--- config.mk ---
export PLATFORM = sky130hd
export DESIGN_NAME = tbt_queue
export DESIGN_NICKNAME = d
export VERILOG_FILES = /design/src/design/tbt_pkg.sv /design/src/design/tbt_queue.sv
export SDC_FILE = /design/constraint.sdc
export NUM_CORES = 1
export LEC_CHECK = 0
export ABC_AREA = 0
export BUFFER_PORTS_ARGS = -buffer_cell sky130_fd_sc_hd__clkbuf_2
export CORE_ASPECT_RATIO = 1.75
export CORE_MARGIN = 5
export CORE_UTILIZATION = 35
export DETAILED_ROUTE_END_ITERATION = 8
export GPL_TIMING_DRIVEN = 0
export PLACE_DENSITY = 0.59
export SLEW_MARGIN = 15
export SYNTH_ARGS = -nofsm -noshare
export SYNTH_HDL_FRONTEND = slang
export SYNTH_SLANG_ARGS = --single-unit
--- constraint.sdc ---
create_clock -name clock -period 2.8 [get_ports clock]
set_input_delay 0.14 -clock clock [delete_from_list [all_inputs] [get_ports clock]]
set_output_delay 0.14 -clock clock [all_outputs]
set_load 0.01 [all_outputs]
--- src/design/tbt_pkg.sv ---
// Shared types, widths and constants of the thermistor temperature block.
package tbt_pkg;

   // Widths of the reading and of the result fraction
   localparam int COUNT_WIDTH = 16;
   localparam int FRACTION_BITS = 8;

   // 5000*high + low and 4999*low - 5000*high
   localparam int AW = COUNT_WIDTH + 13;
   localparam int K5000 = 5000;
   localparam int K4999 = 4999;

   // Logarithm unit
   localparam int LW = (AW > 32) ? AW : 32;
   localparam int KW = $clog2(LW);
   localparam int LOG_W = KW + 32;
   localparam int LOG_LAT = 34;

   // Log sum, its magnitude, ln and its product with T0
   localparam int SW = LOG_W + 2;
   localparam int MW = SW - 1;
   localparam logic [23:0] LN2_Q24 = 24'd11629080;
   localparam int PW = 17 + MW;

   // Denominator
   localparam int D40W = ((56 > PW) ? 56 : PW) + 2;
   localparam int D16W = D40W - 24;

   // Dividend and quotient
   localparam int TBW = 33;
   localparam int NW = TBW + 8 + FRACTION_BITS + 1;
   localparam int TW = NW + 2;
   localparam int OFFSET = ((27315 << FRACTION_BITS) + 50) / 100;

   // Configuration register indexes
   localparam logic [1:0] REG_EXT = 2'd0;
   localparam logic [1:0] REG_REF = 2'd1;
   localparam logic [1:0] REG_T0 = 2'd2;
   localparam logic [1:0] REG_BETA = 2'd3;

   typedef struct packed {
      logic [15:0] high_count;
      logic [15:0] low_count;
   } req_type;

   typedef struct packed {
      logic signed [23:0] temperature;
      logic invalid;
   } rsp_type;

   typedef struct packed {
      logic [23:0] external_resistance;
      logic [23:0] reference_resistance;
      logic [16:0] reference_temperature;
      logic [15:0] beta_constant;
   } cfg_type;

   // Classified reading handed from front to back
   typedef struct packed {
      logic bad;
      logic [AW-1:0] a;
      logic [AW-1:0] b;
   } work_type;

   // Control traveling beside the back datapath
   typedef struct packed {
      logic valid;
      logic bad;
      logic neg;
   } side_type;

endpackage

--- src/design/tbt_queue.sv ---
// Four-entry queue between front and back.
module tbt_queue (
   input  logic              clock,
   input  logic              reset,
   input  logic              push,
   input  tbt_pkg::work_type push_data,
   output logic              full,
   input  logic              pop,
   output logic              empty,
   output tbt_pkg::work_type head
);

   tbt_pkg::work_type mem_ff [0:3];
   logic [1:0] wr_ptr_ff, wr_ptr_in;
   logic [1:0] rd_ptr_ff, rd_ptr_in;
   logic [2:0] count_ff, count_in;

   assign full = (count_ff == 3'd4);
   assign empty = (count_ff == 3'd0);
   assign head = mem_ff[rd_ptr_ff];

   // Pointer and fill bookkeeping
   always_comb begin
      wr_ptr_in = push ? wr_ptr_ff + 2'd1 : wr_ptr_ff;
      rd_ptr_in = pop ? rd_ptr_ff + 2'd1 : rd_ptr_ff;
      count_in = count_ff;
      if (push && !pop) begin
         count_in = count_ff + 3'd1;
      end else if (pop && !push) begin
         count_in = count_ff - 3'd1;
      end
   end

   always_ff @(posedge clock) begin
      if (reset) begin
         wr_ptr_ff <= '0;
         rd_ptr_ff <= '0;
         count_ff <= '0;
      end else begin
         wr_ptr_ff <= wr_ptr_in;
         rd_ptr_ff <= rd_ptr_in;
         count_ff <= count_in;
      end
   end

   always_ff @(posedge clock) begin
      if (push) begin
         mem_ff[wr_ptr_ff] <= push_data;
      end
   end

endmodule

Word-level counts from Yosys, hierarchy flattened
Memory sizes are Yosys's and may differ from the RTL's. A register that Yosys moved wholly into a read port is not among the register bits.
Cells that the tools add are included.
{"block": "totals", "input_bits": 63, "output_inout_bits": 61, "ff_bits": 7, "ramBits": 236, "n_memories": 1}
{"name": "mem_ff", "depth": 4, "word_bits": 59, "read_ports": 1, "rd_ports_with_merged_regs": 1, "wr": 1, "line": "tbt_queue.sv:13", "source": "tbt_pkg::work_type mem_ff [0:3];"}
{"block": "classes", "n_reduce_logical": 6, "addsub": 4, "n_mux": 6, "n_eq_ne": 1}
{"cell": "$mux 3", "n": 2}
{"cell": "$add 2x1->2 const B", "n": 2}
{"cell": "$mux 2", "n": 2}
{"cell": "$add 3x1->3 const B", "n": 1}
{"cell": "$eq 3x3->1 const B", "n": 1}
{"cell": "$logic_not 3->1", "n": 1}
{"cell": "$sub 3x1->3 const B", "n": 1}
{"cell": "$logic_and 1x1->1", "n": 2}
{"cell": "$logic_not 1->1", "n": 2}
{"cell": "$mux 1", "n": 2}
{"cell": "$reduce_bool 2->1", "n": 1}

Longest topological paths before layout
{"block": "logic_depth", "ltp_word": 4, "mapped_depth": 7, "depth_no_buf": 7}

Worst setup path after synthesis
No wires, ideal clock.
{"block": "synth_path", "path_kind": "reg2reg", "from": "register wr_ptr_ff[0]", "to": "memory mem_ff[2][0] (netlist bit) (enable)", "setup_slack_ns": 0.441, "synth_period_minus_slack_ns": 2.359, "path_stages_with_launch": 4, "arrival_ns": 1.936, "n_path_buf": 0, "cell_sequence": "dfxtp_1 > inv_1 > ha_1 > and2_1"}
{"item": "from (decl)", "line": "tbt_queue.sv:14", "source": "logic [1:0] wr_ptr_ff, wr_ptr_in;"}
{"item": "from (signal assigned)", "line": "tbt_queue.sv:40", "source": "wr_ptr_ff <= wr_ptr_in;"}
{"item": "to (decl)", "line": "tbt_queue.sv:13"}
Straight into the memory's write port.

==> flow_summary_export.csv <==
group,metric,value,unit
outcome,status,"finished, final reports clean",
global_route,grt_pass1_vias,4974,
worst_setup_path,cp_data_arrival_time,2140,ps
logic_synthesis,synth_area_leaders,"edfxtp_1, mux4_2, dfxtp_1",
logic_synthesis,synthCells,353,
clocking,cts_tree,"done",
clocking,ctsResizeCount,0,
timing,hold_viol,0,
timing,worstMarginPinSlew,719.4,ps
global_route,grt_max_degree,34,
timing,fin_setup_tns,0,ps
logic_synthesis,postSynth.asyncResetShare,0,
clocking,ctsRootBufferMaster,"clkbuf_16",
die,die_area,0.02901,mm²
timing,drv_slew,0,
clocking,cts_max_level,1,
final_layout,drive_gt1_frac,0.3921,
routing,wl_per_cell,19.91,µm
logic_synthesis,synth-edff-count,236,
worst_setup_path,start_kind,"register",
clocking,numCtsBuffers,22,
routing,ant_nets,0,
min_path,hp-class,"input pin to register",
timing,setup_viol,0,
logic_synthesis,yosys_warnings,0,
timing,fin_crit_sh,0.8131,
clocking,clock_path_buffers,3,
timing,final.min_clock_period,2277,ps
final_layout,multi_input_area,0.001569,mm²
routing,first_iter_violations,232,
placement,port_buffers,122,
job,drv_cap,0,
clocking,cts.sinks,245,
final_layout,register_area,0.007267,mm²
timing,postLayoutSetupSlackWorst,523.2,ps
logic_synthesis,seq_area_frac_synth,0.8114,
global_route,antenna_found_initial,2,
final_layout,fin_cells,897,
timing,max_freq,439.2,MHz
final_layout,final_util,0.4494,
pwr,p_per_area,701.8,mW/mm²
global_route,grt_usage,0.1273,
logic_synthesis,yosysTopAreaCell,"edfxtp_1",
timing,grt_setup_unrepaired,"false",
logic_synthesis,yosysTopAreaCellShare,0.7913,
logic_synthesis,netlist_area,0.008956,mm²
logic_synthesis,ys.flop_type,"edfxtp_1",
global_route,grt_overflow_total,0,
timing,fin_skew,7.954,ps
die,initial_core_util,0.3548,
logic_synthesis,syn_avg_cell_area,25.37,µm²
die,core_area,0.02524,mm²
clocking,clk_latency,500,ps
placement,placed_cell_area,0.01005,mm²
worst_setup_path,crit_fanout,10,
die,num_io_pins,124,
routing,vias,4311,
global_route,grt_pass1_wl,28.02,mm
die,std_cell_rows,77,
worst_setup_path,end_kind,"output pin",
placement,gp_congestion,0.6521,
placement,dp_slack,981.4,ps
final_layout,synthToLayoutAreaGrowth,26.66,%
logic_synthesis,synth_seq_cells,245,
logic_synthesis,synth_fp_nets,422,
placement,dpl.hpwl,11.65,mm
die,fp.dieW,130.9,µm
logic_synthesis,ys_top_cells_by_count,"edfxtp_1, mux4_2, dfxtp_1",
clocking,clkTransAtPathRegs,60,ps
worst_setup_path,crit_type,"register to output pin",
routing,vias_per_cell,4.806,
placement,dpl.cell_count,795,
final_layout,fillerInstances,2219,
logic_synthesis,yosysUniqueCellTypes,22,
worst_setup_path,critPathRequiredTime,2660,ps
timing,slew_headroom,0.5204,
routing,dr.pass1.iters,4,
pwr,leakage,3.883,nW
die,die_h,221.6,µm
final_layout,nets,634,
final_layout,fin_area,0.01134,mm²
routing,routed_wl,17.86,mm
routing,drc_errors,0,
pwr,ir_drop,0.0003541,V
logic_synthesis,synth_most_common_cell,"edfxtp_1",
==> layer usage <==
metal / global-route usage / part of all wire / up-vias
met2: 0.2432 / 0.59 / 104
met5: 0 / 0 / -
met1: 0.1389 / 0.35 / 2266
met4: 0.04218 / 0.022 / 0
li1: - / - / 1916
met3: 0.01977 / 0.043 / 25
==> logic make-up (layout without fill, tap and decap cells) <==
group | Yosys count | in the layout | synth area share
fa+ha+maj | 6 | 6 | 0.009221
buf+inv | 19 | 245 | 0.01453
other cells | 0 | 2 | 0
simple gates | 15 | 15 | 0.008242
flops | 245 | 245 | 0.8114
xor+xnor | 5 | 5 | 0.004891
compound gates | 2 | 2 | 0.001117
mux | 61 | 61 | 0.1506
==> critical path: stages, from the launching register on <==
cell and delay [ps]:
dfxtp_1 300, buf_2 170, buf_2 290, buf_2 340, mux4_2 380, clkbuf_2 150
==> power by group <==
group | switching (mW) | leakage [nW] | internal (mW) | total (mW)
clock network | 1.22 | 0.322 | 1.59 | 2.82
logic | 0.456 | 1.32 | 0.435 | 0.891
registers | 0.0463 | 2.24 | 4.21 | 4.25
total | 1.73 | 3.88 | 6.24 | 7.96
==> layout by cell type (no fill, tap or decap) <==
cell type	n
clkinv_1	3
clkbuf_16	23
bufinv_16	1
clkinvlp_4	1
edfxtp_1	236
fa_1	1
clkbuf_2	122
nor3_1	1
buf_12	6
xnor2_1	2
buf_6	1
buf_2	3
xor2_1	3
nor3b_1	1
nand2_1	1
or3_1	1
and2_4	4
a21oi_1	1
dfxtp_1	9
inv_1	4
dlygate4sd3_1	62
diode_2	2
clkbuf_1	12
nor2_1	7
ha_1	5
clkinv_2	3
mux4_2	59
buf_4	4
o21ai_0	1
mux2i_1	2
==> final cells by class <==
class | instances | share of cell area
flip-flops and latches | 245 | 0.6406
multi-input cells | 89 | 0.1383
repair buffers | 188 | 0.1156
clock buffers | 30 | 0.05306
well taps | 316 | 0.03486
plain buffers | 15 | 0.01015
clock inverters | 8 | 0.005625
inverters | 4 | 0.001324
diodes | 2 | 0.0004412
==> metrics by stage <==
stage | power [mW] | hold WS, ps
after global placement | 5.138 | 354.3
after floorplan | 4.808 | 238.9
after detailed placement | 5.181 | 361.6
after CTS | 8.108 | 2.553
final | 7.961 | 26.66
after global routing | 8.302 | 61.82
==> worst paths after layout <==
path	endpoint	start	slack [ps]	depth (start not counted)
max reg2reg	mem_ff[2][53]	wr_ptr_ff[0]	1110	4
max	head[40]	register	520	5
min reg2reg	register	rd_ptr_ff[1]	540	2
min	wr_ptr_ff[1]	push	30	3
==> registers in the layout, summed over array words and instances, names as in the netlist, named ones only <==
register,flops
wr_ptr_ff,2
count_ff,3
rd_ptr_ff,2
mem_ff,236
==> repair_timing <==
action                                 4_1_cts  5_1_grt
endpoints found under the hold margin      241        0
buffers inserted                             0        0
hold buffers                                62        0
Note: power is estimated with default switching activity, not from simulation.
