`src/design/tbt_pkg.sv`:
```
// Shared types, widths and constants of the thermistor temperature block.
package tbt_pkg;

   // Widths of the reading and of the result fraction
   localparam int COUNT_WIDTH = 16;
   localparam int FRACTION_BITS = 8;

   // 5000*high + low and 4999*low - 5000*high
   localparam int AW = COUNT_WIDTH + 13;
   localparam int K5000 = 5000;
   localparam int K4999 = 4999;

   // Logarithm unit
   localparam int LW = (AW > 32) ? AW : 32;
   localparam int KW = $clog2(LW);
   localparam int LOG_W = KW + 32;
   localparam int LOG_LAT = 34;

   // Log sum, its magnitude, ln and its product with T0
   localparam int SW = LOG_W + 2;
   localparam int MW = SW - 1;
   localparam logic [23:0] LN2_Q24 = 24'd11629080;
   localparam int PW = 17 + MW;

   // Denominator
   localparam int D40W = ((56 > PW) ? 56 : PW) + 2;
   localparam int D16W = D40W - 24;

   // Dividend and quotient
   localparam int TBW = 33;
   localparam int NW = TBW + 8 + FRACTION_BITS + 1;
   localparam int TW = NW + 2;
   localparam int OFFSET = ((27315 << FRACTION_BITS) + 50) / 100;

   // Configuration register indexes
   localparam logic [1:0] REG_EXT = 2'd0;
   localparam logic [1:0] REG_REF = 2'd1;
   localparam logic [1:0] REG_T0 = 2'd2;
   localparam logic [1:0] REG_BETA = 2'd3;

   typedef struct packed {
      logic [15:0] high_count;
      logic [15:0] low_count;
   } req_type;

   typedef struct packed {
      logic signed [23:0] temperature;
      logic invalid;
   } rsp_type;

   typedef struct packed {
      logic [23:0] external_resistance;
      logic [23:0] reference_resistance;
      logic [16:0] reference_temperature;
      logic [15:0] beta_constant;
   } cfg_type;

   // Classified reading handed from front to back
   typedef struct packed {
      logic bad;
      logic [AW-1:0] a;
      logic [AW-1:0] b;
   } work_type;

   // Control traveling beside the back datapath
   typedef struct packed {
      logic valid;
      logic bad;
      logic neg;
   } side_type;

endpackage

```
`src/design/tbt_front.sv`:
```
// Front end: accepts a reading, forms the resistance terms and flags bad cases.
module tbt_front (
   input  logic              clock,
   input  logic              reset,
   input  tbt_pkg::req_type  req_data,
   input  logic              req_push,
   output logic              req_full,
   input  tbt_pkg::cfg_type  cfg,
   input  logic              q_full,
   output logic              q_push,
   output tbt_pkg::work_type q_data
);

   logic [tbt_pkg::COUNT_WIDTH-1:0] hi;
   logic [tbt_pkg::COUNT_WIDTH-1:0] lo;
   logic [tbt_pkg::AW-1:0] hi5000;
   logic [tbt_pkg::AW-1:0] lo4999;
   logic advance;
   logic valid_ff, valid_in;
   tbt_pkg::work_type work_ff, work_in;

   assign hi = req_data.high_count[tbt_pkg::COUNT_WIDTH-1:0];
   assign lo = req_data.low_count[tbt_pkg::COUNT_WIDTH-1:0];
   assign hi5000 = tbt_pkg::AW'(hi) * tbt_pkg::AW'(tbt_pkg::K5000);
   assign lo4999 = tbt_pkg::AW'(lo) * tbt_pkg::AW'(tbt_pkg::K4999);

   // Stage moves when empty or when the queue takes its item
   assign advance = !valid_ff || !q_full;
   assign req_full = !advance;
   assign q_push = valid_ff && !q_full;
   assign q_data = work_ff;

   // Classification
   always_comb begin
      work_in.a = hi5000 + tbt_pkg::AW'(lo);
      work_in.b = lo4999 - hi5000;
      work_in.bad = (lo == '0) || (cfg.external_resistance == '0) ||
                    (cfg.reference_resistance == '0) || (hi5000 >= lo4999);
      valid_in = req_push;
   end

   always_ff @(posedge clock) begin
      if (reset) begin
         valid_ff <= 1'b0;
      end else if (advance) begin
         valid_ff <= valid_in;
      end
   end

   always_ff @(posedge clock) begin
      if (advance) begin
         work_ff <= work_in;
      end
   end

endmodule

```
`config.mk`:
```
export PLATFORM = sky130hd
export DESIGN_NAME = tbt_front
export DESIGN_NICKNAME = d
export VERILOG_FILES = /design/src/design/tbt_pkg.sv /design/src/design/tbt_front.sv
export SDC_FILE = /design/constraint.sdc
export NUM_CORES = 1
export LEC_CHECK = 0
export BUFFER_PORTS_ARGS = -buffer_cell sky130_fd_sc_hd__buf_2
export CORE_ASPECT_RATIO = 1.5
export CORE_MARGIN = 1.5
export CORE_UTILIZATION = 45
export DETAILED_ROUTE_END_ITERATION = 10
export MAX_ROUTING_LAYER = met4
export PLACE_DENSITY = 0.66
export SYNTH_ARGS = -nofsm -noshare
export SYNTH_HDL_FRONTEND = slang
export SYNTH_SLANG_ARGS = --single-unit
```
`constraint.sdc`:
```
create_clock -name clock -period 12.95 [get_ports clock]
set_input_delay 1.9425 -clock clock [delete_from_list [all_inputs] [get_ports clock]]
set_output_delay 1.9425 -clock clock [all_outputs]
set_load 0.02 [all_outputs]
```
### After elaboration in Yosys (flattened, before gate mapping)

Cells that the tools add are included.

| word-level totals | value |
|---|---|
| register bits | 60 |
| input port bits | 117 |
| output and inout bits | 61 |
| logic and storage cells | 20 |

| cells by class | value |
|---|---|
| $add $sub $neg | 2 |
| $mul | 2 |
| order comparisons | 1 |
| reduce and logical (&&, ||, !) cells | 11 |

Operator list:

| kind | number |
|---|---|
| 24-bit logical NOT | 2 |
| 29-bit by 16-bit adder with 29-bit output | 1 |
| 29-bit greater-or-equal comparator | 1 |
| 16-bit by 13-bit multiplier with 29-bit output, second input constant | 1 |
| 29-bit subtractor | 1 |
| 16-bit by 10-bit multiplier with 26-bit output, second input constant | 1 |
| 16-bit logical NOT | 1 |
| 1-bit logical OR | 4 |
| 1-bit logical NOT | 3 |
| 1-bit logical AND | 1 |

### Depth between registers and ports, before layout

Gate-level depths: netlist of the first run.

| logic depth | value |
|---|---|
| depth in word-level cells | 4 |
| depth in mapped cells | 30 |

### Worst setup path after synthesis of the first run

Ideal clock, no wire load.

| path | value |
|---|---|
| path type | input-to-reg |
| from | input req_data[7] in the netlist's numbering |
| to | register work_ff (netlist bit q_data[58]) (data pin) |
| arrival time | 7.416 ns |
| required time | 12.685 ns |
| setup slack | 5.269 ns |
| stages | 26 |
| path through | inv_1 fa_1 inv_1 ha_1 fa_1 fa_1 inv_1 fa_1 inv_1 ha_1 a21o_1 a21oi_1 nor2b_1 a311o_1 a221oi_2 o21bai_1 xor2_1 ha_1 and3_1 nand2_1 o211ai_1 o211a_1 o21a_1 nor2_1 o21a_1 or3_1 |

RTL lines:

| element | line | RTL |
|---|---|---|
| from (decl) | tbt_front.sv:5 | `input tbt_pkg::req_type req_data,` |
| to (signal assigned) | tbt_front.sv:52 | `work_ff <= work_in;` |
| to (decl) | tbt_front.sv:20 | `tbt_pkg::work_type work_ff, work_in;` |

==> flow_metrics.env, run 1 <==
export IMPL_drc_errors=0
export IMPL_cts_setup_buffers=0
export IMPL_diodes=0
export IMPL_cp_start_kind="input port"
export IMPL_ctsResizeCount=0
export IMPL_place_congestion=0.8848
export IMPL_die_height_um=191.0
export IMPL_grtUsageMet3_pct=2.127
export IMPL_period_share_pct=64.42
export IMPL_ios=178
export IMPL_cp_required_ns=13.02
export IMPL_crit_arrival_ns=8.42
export IMPL_die_x_um=128.3
export IMPL_synth_area_um2=10600
export IMPL_relSlewSlack_pct=49.76
export IMPL_ys_types=62
export IMPL_critical_path_endpoint_type="flip-flop"
export IMPL_clock_sinks=59
export IMPL_hold_ws_ns=0.9966
export IMPL_fin_crit_ns=8.343
export IMPL_fillers=2200
export IMPL_drv_cap=0
export IMPL_grt_pass1_vias=8608
export IMPL_cts_hold_buffers_added=0
export IMPL_report_final_slew_viol_count=0
export IMPL_placed_cell_area_um2=11710
export IMPL_yosys_area_top_type="ha_1"
export IMPL_ys_flop_type="edfxtp_1"
export IMPL_drtIter0Drc=321
export IMPL_antenna_found_initial=0
export IMPL_first_pass_iters=5
export IMPL_rsz0062_at_grt="no"
export IMPL_critical_path_class="input port to flip-flop"
export IMPL_path_clk_slew_ns=0.06
export IMPL_final_cell_mix="291 x inv_1, 218 x ha_1, 144 x buf_2"
export IMPL_multiInputGateArea_um2=7732
export IMPL_clock_skew_ns=0.01054
export IMPL_rows=68
export IMPL_start_util_pct=45.98
export IMPL_areaGrowthSynthToFinish_pct=13.35
export IMPL_syn_nets=1570
export IMPL_synth_edf_count=58
export IMPL_portBuffers=144
export IMPL_ys_ff_latch=59
export IMPL_tightestPinTransition_ns=0.7439
export IMPL_ant_nets=0
export IMPL_grt_pass1_wl_um=41280
export IMPL_synthArstFlopShare_pct=0
export IMPL_die_area_um2=24510
export IMPL_synth_warnings=0
export IMPL_max_stage_delay_ns=0.58
export IMPL_gr_usage_all_layers_pct=22.41
export IMPL_setup_tns_ns=0
export IMPL_crit_top_cell="inv_1"
export IMPL_cts_root_buf="clkbuf_16"
export IMPL_max_freq_mhz=119.9
export IMPL_synthCells=1138
export IMPL_ys_seq_area_share_pct=16.62
export IMPL_final_hold_violation_count=0
export IMPL_drive_gt1_share_pct=13.59
export IMPL_viasPerCell=5.165
export IMPL_synth_top_area_share_pct=25.73
export IMPL_core_um2=23060
export IMPL_wl_per_cell_um=15.65
export IMPL_numCtsBuffers=9
export IMPL_critPathSlowestCell="fa_1"
export IMPL_outcome="completed"
export IMPL_place_ws_ns=4.322
export IMPL_grt_max_degree=60
export IMPL_min_path_type="flip-flop to flip-flop"
export IMPL_mostFrequentLayoutCell="inv_1"
export IMPL_worst_path_max_fanout=6
export IMPL_stdcell_area_um2=12020
export IMPL_clk_latency_ns=0.34
export IMPL_busiest_layer="met2"
export IMPL_finalSetupViolCount=0
export IMPL_cts_tree="built"
export IMPL_cts_htree_levels=3
export IMPL_avgSynthCellArea_um2=9.317
export IMPL_yosys_top_cells_area="ha_1 26%, fa_1 18%, edfxtp_1 16%, inv_1 10%, xnor2_1 4.5%"
export IMPL_seq_area_um2=1762
export IMPL_grt_ovfl_total=0
export IMPL_vias=8315
export IMPL_grtUsageMet1_pct=23.28
export IMPL_hpwlAfterDp_um=22170
export IMPL_use_met2_pct=41.44
export IMPL_setup_ws_ns=4.607
export IMPL_nets=1722
export IMPL_clk_path_buf_depth=2
export IMPL_routed_wl_um=25200
-- synth_stat cells (13+ instances only) --
library cell,count
inv_1,291
ha_1,218
fa_1,97
a21oi_1,62
edfxtp_1,58
xnor2_1,54
nor2_1,41
a21o_1,35
nand2_1,30
o21ai_0,29
xor2_1,22
nor4_1,16
nand2b_1,15
nand3_1,14
nand4_1,13
nor3_1,13
o21a_1,13
-- cells by family (layout without fill, tap and decap cells) --
kind of cell	Yosys count	in the layout	synth area share, %
adder cells (fa/ha/maj)	315	315	44.04
buffers and inverters	295	452	10.48
flip-flops	59	59	16.62
XOR/XNOR	79	79	6.738
AND/OR/NAND/NOR	181	181	9.004
AO/OA/AOI/OAI	209	209	13.12
-- critical path, delay by kind of cell --
| family | cells | cell delay (ns) |
|---|---|---|
| buffers and inverters | 7 | 0.63 |
| XOR/XNOR | 1 | 0.15 |
| AO/OA/AOI/OAI | 8 | 1.86 |
| adder cells (fa/ha/maj) | 7 | 3.00 |
| AND/OR/NAND/NOR | 6 | 0.82 |
-- cell type report --
| type | instances | area share, % |
|---|---|---|
| clock buffers | 9 | 1.874 |
| clock inverters | 7 | 0.6976 |
| inverters | 291 | 9.089 |
| multi-input cells | 784 | 64.34 |
| flip-flops and latches | 59 | 14.66 |
| well taps | 315 | 3.280 |
| repair buffers | 145 | 6.059 |
-- path summary, 6_finish.rpt --
kind	from	end	slack [ns]	depth (start not counted)
worst min-delay path	valid_ff	q_data[23]	1.0	2
worst min register to register	valid_ff	q_data[23]	1.0	2
worst max register to register	valid_ff	q_data[36]	11.58	2
worst max-delay path	req_data[4]	q_data[58]	4.61	29
-- per-layer routing --
| layer | up-vias | wire (um) |
|---|---|---|
| met4 | 0 | 1270 |
| met3 | 44 | 752 |
| li1 | 4114 | - |
| met2 | 176 | 13360 |
| met1 | 3981 | 9814 |
| met5 | - | 0 |
-- flip-flops by register name (all words and copies together), names as in the netlist --
| signal | count |
|---|---|
| q_data | 58 |
| valid_ff | 1 |
-- per-stage QoR --
| step | std cells | utilization [%] |
|---|---|---|
| after CTS | 1610 | 52.12 |
| after global placement | 1594 | 50.78 |
| after detailed placement | 1594 | 50.78 |
| final | 1610 | 52.12 |
| after floorplan | 1138 | - |
| after global routing | 1610 | 52.12 |
Power of run 1 is not shown: default switching activity piles up to over one toggle a cycle in this logic, so the estimate is an artifact.
==> run 2: changes to the inputs <==
clock period = 7.95 ns   (was 12.95 ns; I/O delays follow)
==> flow_metrics.env, run 2 (same netlist as run 1, synthesis figures left out) <==
export IMPL_fillers=2222
export IMPL_worstSetupStartpoint="req_data[11]"
export IMPL_die_area_um2=24510
export IMPL_grt_max_degree=60
export IMPL_place_congestion=0.8789
export IMPL_fin_crit_ns=7.414
export IMPL_portBuffers=144
export IMPL_nets=1731
export IMPL_gr_usage_all_layers_pct=22.70
export IMPL_grt_pass1_vias=8705
export IMPL_final_cell_mix="291 x inv_1, 218 x ha_1, 144 x buf_2"
export IMPL_critical_path_endpoint_type="flip-flop"
export IMPL_clock_skew_ns=0.007759
export IMPL_final_hold_violation_count=0
export IMPL_period_share_pct=93.25
export IMPL_grt_pass1_wl_um=41850
export IMPL_first_pass_iters=5
export IMPL_drive_gt1_share_pct=14.11
export IMPL_final_util_pct=52.25
export IMPL_max_freq_mhz=134.9
export IMPL_tightestPinTransition_ns=0.7880
export IMPL_cts_setup_buffers=0
export IMPL_cts_hold_buffers_added=0
export IMPL_drtIter0Drc=277
export IMPL_ios=178
export IMPL_crit_arrival_ns=7.48
export IMPL_cts_htree_levels=3
export IMPL_path_clk_slew_ns=0.06
export IMPL_ctsResizeCount=0
export IMPL_drc_errors=0
export IMPL_hold_path_depth=2
export IMPL_max_stage_delay_ns=0.54
export IMPL_wl_per_cell_um=15.51
export IMPL_routed_wl_um=25110
export IMPL_rows=68
export IMPL_numCtsBuffers=9
export IMPL_cp_start_kind="input port"
export IMPL_finalSetupViolCount=0
export IMPL_die_height_um=191.0
export IMPL_largest_register_ffs=58
export IMPL_hp_start="valid_ff"
export IMPL_rr_startpoint="valid_ff"
export IMPL_report_final_slew_viol_count=0
export IMPL_critPathSlowestCell="fa_1"
export IMPL_die_x_um=128.3
export IMPL_diodes=0
export IMPL_clk_latency_ns=0.34
export IMPL_vias=8291
export IMPL_grt_ovfl_total=0
export IMPL_worst_path_max_fanout=5
export IMPL_areaGrowthSynthToFinish_pct=13.63
export IMPL_core_um2=23060
export IMPL_outcome="completed"
export IMPL_clock_sinks=59
export IMPL_cp_required_ns=8.02
export IMPL_clk_path_buf_depth=2
export IMPL_min_path_type="flip-flop to flip-flop"
export IMPL_critical_path_class="input port to flip-flop"
export IMPL_crit_top_cell="inv_1"
export IMPL_ff2ff_setup_slack_ns=6.58
export IMPL_antenna_found_initial=0
export IMPL_mostFrequentLayoutCell="inv_1"
export IMPL_rr_worst_depth=2
export IMPL_hpwlAfterDp_um=22290
export IMPL_start_util_pct=45.98
export IMPL_setup_tns_ns=0
export IMPL_cts_root_buf="clkbuf_16"
export IMPL_r2r_end="q_data[33]"
export IMPL_relSlewSlack_pct=46.78
export IMPL_rsz0062_at_grt="no"
export IMPL_ant_nets=0
export IMPL_viasPerCell=5.121
export IMPL_cts_tree="built"
export IMPL_min_to="q_data[50]"
export IMPL_drv_cap=0
-- run 2: final cells by class --
class | instances | area, um2 | share of cell area [%]
Multi-Input combinational cell | 784 | 7732 | 64.18
Sequential cell | 59 | 1762 | 14.62
Inverter | 291 | 1092 | 9.066
Timing Repair Buffer | 154 | 795.8 | 6.605
Tap cell | 315 | 394.1 | 3.271
Clock buffer | 10 | 229.0 | 1.901
Clock inverter | 6 | 42.54 | 0.3531
-- run 2: stage by stage --
step	area, um2	cells	hold WS (ns)	setup WS (ns)
after global placement	11780	1603	0.9874	0.2839
after detailed placement	11780	1603	1.010	0.2224
after floorplan	10600	1138	1.265	1.019
final	12050	1619	0.9950	0.5364
after global routing	12050	1619	0.9953	0.1179
after CTS	12050	1619	0.9959	0.5563
-- run 2: critical path: cells and delay by family --
family                     cells  cell delay, ns
buffers and inverters          6            0.57
and+or+nand+nor                5            0.80
xor gates and xnor gates       1            0.16
adders and majority gates      7            2.86
AOI/OAI and AO/OA             11            1.89
-- run 2: worst max-delay path by stage --
stage,to,slack (ns),cells after the start
floorplan,q_data[58],1.02,26
global placement,q_data[58],0.28,27
detailed placement,q_data[28],0.22,26
CTS,q_data[28],0.56,26
global route,q_data[58],0.12,30
finish,q_data[58],0.54,30
-- run 2: metal layers --
metal	vias up	global-route usage [%]	part of all wire [%]
met5	-	-	0
met3	68	2.295	2.9
met1	3916	24.31	40
met4	0	13.18	6.5
li1	4131	-	-
met2	176	40.45	51
Power of run 2 is left out for the same reason.
==> run 3: changes to the inputs <==
clock period = 8.08 ns   (was 7.95 ns; I/O delays follow)
==> flow_metrics.env, run 3 (same netlist as run 1, synthesis figures left out) <==
export IMPL_fillers=2188
export IMPL_grt_pass1_vias=8531
export IMPL_hpwlAfterDp_um=22360
export IMPL_drive_gt1_share_pct=13.92
export IMPL_core_um2=23060
export IMPL_clk_path_buf_depth=2
export IMPL_cts_htree_levels=3
export IMPL_final_cell_mix="291 x inv_1, 218 x ha_1, 144 x buf_2"
export IMPL_rr_worst_depth=2
export IMPL_ant_nets=0
export IMPL_cts_setup_buffers=0
export IMPL_path_buf_inv=5
export IMPL_final_hold_violation_count=0
export IMPL_drc_errors=0
export IMPL_critPathTopFamily="adder cells"
export IMPL_r2r_end="q_data[32]"
export IMPL_viasPerCell=5.119
export IMPL_vias=8273
export IMPL_relSlewSlack_pct=49.54
export IMPL_min_path_type="flip-flop to flip-flop"
export IMPL_ios=178
export IMPL_ctsResizeCount=0
export IMPL_grt_pass1_wl_um=41590
export IMPL_die_area_um2=24510
export IMPL_areaGrowthSynthToFinish_pct=13.72
export IMPL_rsz0062_at_grt="no"
export IMPL_critical_path_depth=27
export IMPL_antenna_found_initial=1
export IMPL_ff2ff_setup_slack_ns=6.72
export IMPL_crit_arrival_ns=7.57
export IMPL_mostFrequentLayoutCell="inv_1"
export IMPL_grt_max_degree=60
export IMPL_place_congestion=0.9118
export IMPL_max_stage_delay_ns=0.53
export IMPL_m1WireLength_um=9951
export IMPL_worstSetupStartpoint="req_data[8]"
export IMPL_clock_skew_ns=0.01115
export IMPL_grt_ovfl_total=0
export IMPL_highest_layer="met4"
export IMPL_numCtsBuffers=9
export IMPL_cts_root_buf="clkbuf_16"
export IMPL_tightestPinTransition_ns=0.7568
export IMPL_hold_ws_ns=0.9853
export IMPL_die_height_um=191.0
export IMPL_critical_path_class="input port to flip-flop"
export IMPL_fin_crit_ns=7.501
export IMPL_rr_startpoint="valid_ff"
export IMPL_portBuffers=144
export IMPL_report_final_slew_viol_count=0
export IMPL_die_x_um=128.3
export IMPL_outcome="completed"
export IMPL_path_clk_slew_ns=0.06
export IMPL_start_util_pct=45.98
export IMPL_worst_path_max_fanout=6
export IMPL_rows=68
export IMPL_cp_start_kind="input port"
export IMPL_largest_register_ffs=58
export IMPL_drtIter0Drc=332
export IMPL_max_freq_mhz=133.3
export IMPL_clk_latency_ns=0.34
export IMPL_finalSetupViolCount=0
export IMPL_cts_hold_buffers_added=0
export IMPL_drv_cap=0
export IMPL_wl_per_cell_um=15.61
export IMPL_period_share_pct=92.84
export IMPL_routed_wl_um=25220
export IMPL_critPathSlowestCell="fa_1"
export IMPL_wl_met3_um=567
export IMPL_cp_required_ns=8.15
export IMPL_cts_tree="built"
export IMPL_gr_usage_all_layers_pct=22.63
export IMPL_met2_wirelength_um=13510
export IMPL_clock_sinks=59
export IMPL_critical_path_endpoint_type="flip-flop"
export IMPL_setup_tns_ns=0
export IMPL_crit_end="q_data[58]"
export IMPL_first_pass_iters=5
export IMPL_nets=1727
-- run 3: cell count changes in the layout (fill, tap and decap cells not counted) --
cell        before  now
buf_4           10    6
inv_6            0    3
clkinv_2         2    0
bufinv_16        0    1
clkbuf_1         1    0
clkinv_4         2    1
clkinvlp_4       2    1
diode_2          0    1
inv_8            0    1
-- run 3: worst min-delay path by stage --
stage               slack [ns]      from  cells after the start          to
global route              1.03     reset                      2    valid_ff
detailed placement        1.00  valid_ff                      2  q_data[22]
global placement          0.98  valid_ff                      2  q_data[18]
floorplan                 1.28     reset                      1    valid_ff
CTS                       1.00  valid_ff                      2  q_data[26]
finish                    0.99  valid_ff                      2  q_data[25]
-- run 3: tightest hold or removal path: stages, from the launching register on --
cell     delay, ns
dfxtp_1       0.33
nand2_2       0.05
buf_4         0.33
-- run 3: final cells by class --
| cell class | count | area (um2) | area share [%] |
|---|---|---|---|
| Timing Repair Buffer | 150 | 765.7 | 6.351 |
| Tap cell | 315 | 394.1 | 3.269 |
| Inverter | 291 | 1092 | 9.059 |
| Sequential cell | 59 | 1762 | 14.61 |
| Antenna cell | 1 | 2.502 | 0.02075 |
| Multi-Input combinational cell | 784 | 7732 | 64.13 |
| Clock buffer | 9 | 225.2 | 1.868 |
| Clock inverter | 7 | 83.83 | 0.6952 |
-- run 3: layer usage --
metal	up-vias	global-route usage, %
met5	-	-
met2	156	41.54
li1	4130	-
met4	0	10.76
met3	59	1.987
met1	3928	24.38
-- run 3: metrics by stage --
step	area (um2)	worst slack (ns)	utilization, %	instances
2_1_floorplan	10600	1.129	-	1138
3_3_place_gp	11750	0.3181	50.94	1599
3_5_place_dp	11750	0.2303	50.94	1599
4_1_cts	12060	0.5659	52.28	1615
5_1_grt	12060	0.2187	52.30	1616
6_report	12060	0.5786	52.30	1616
Power of run 3 is left out for the same reason.
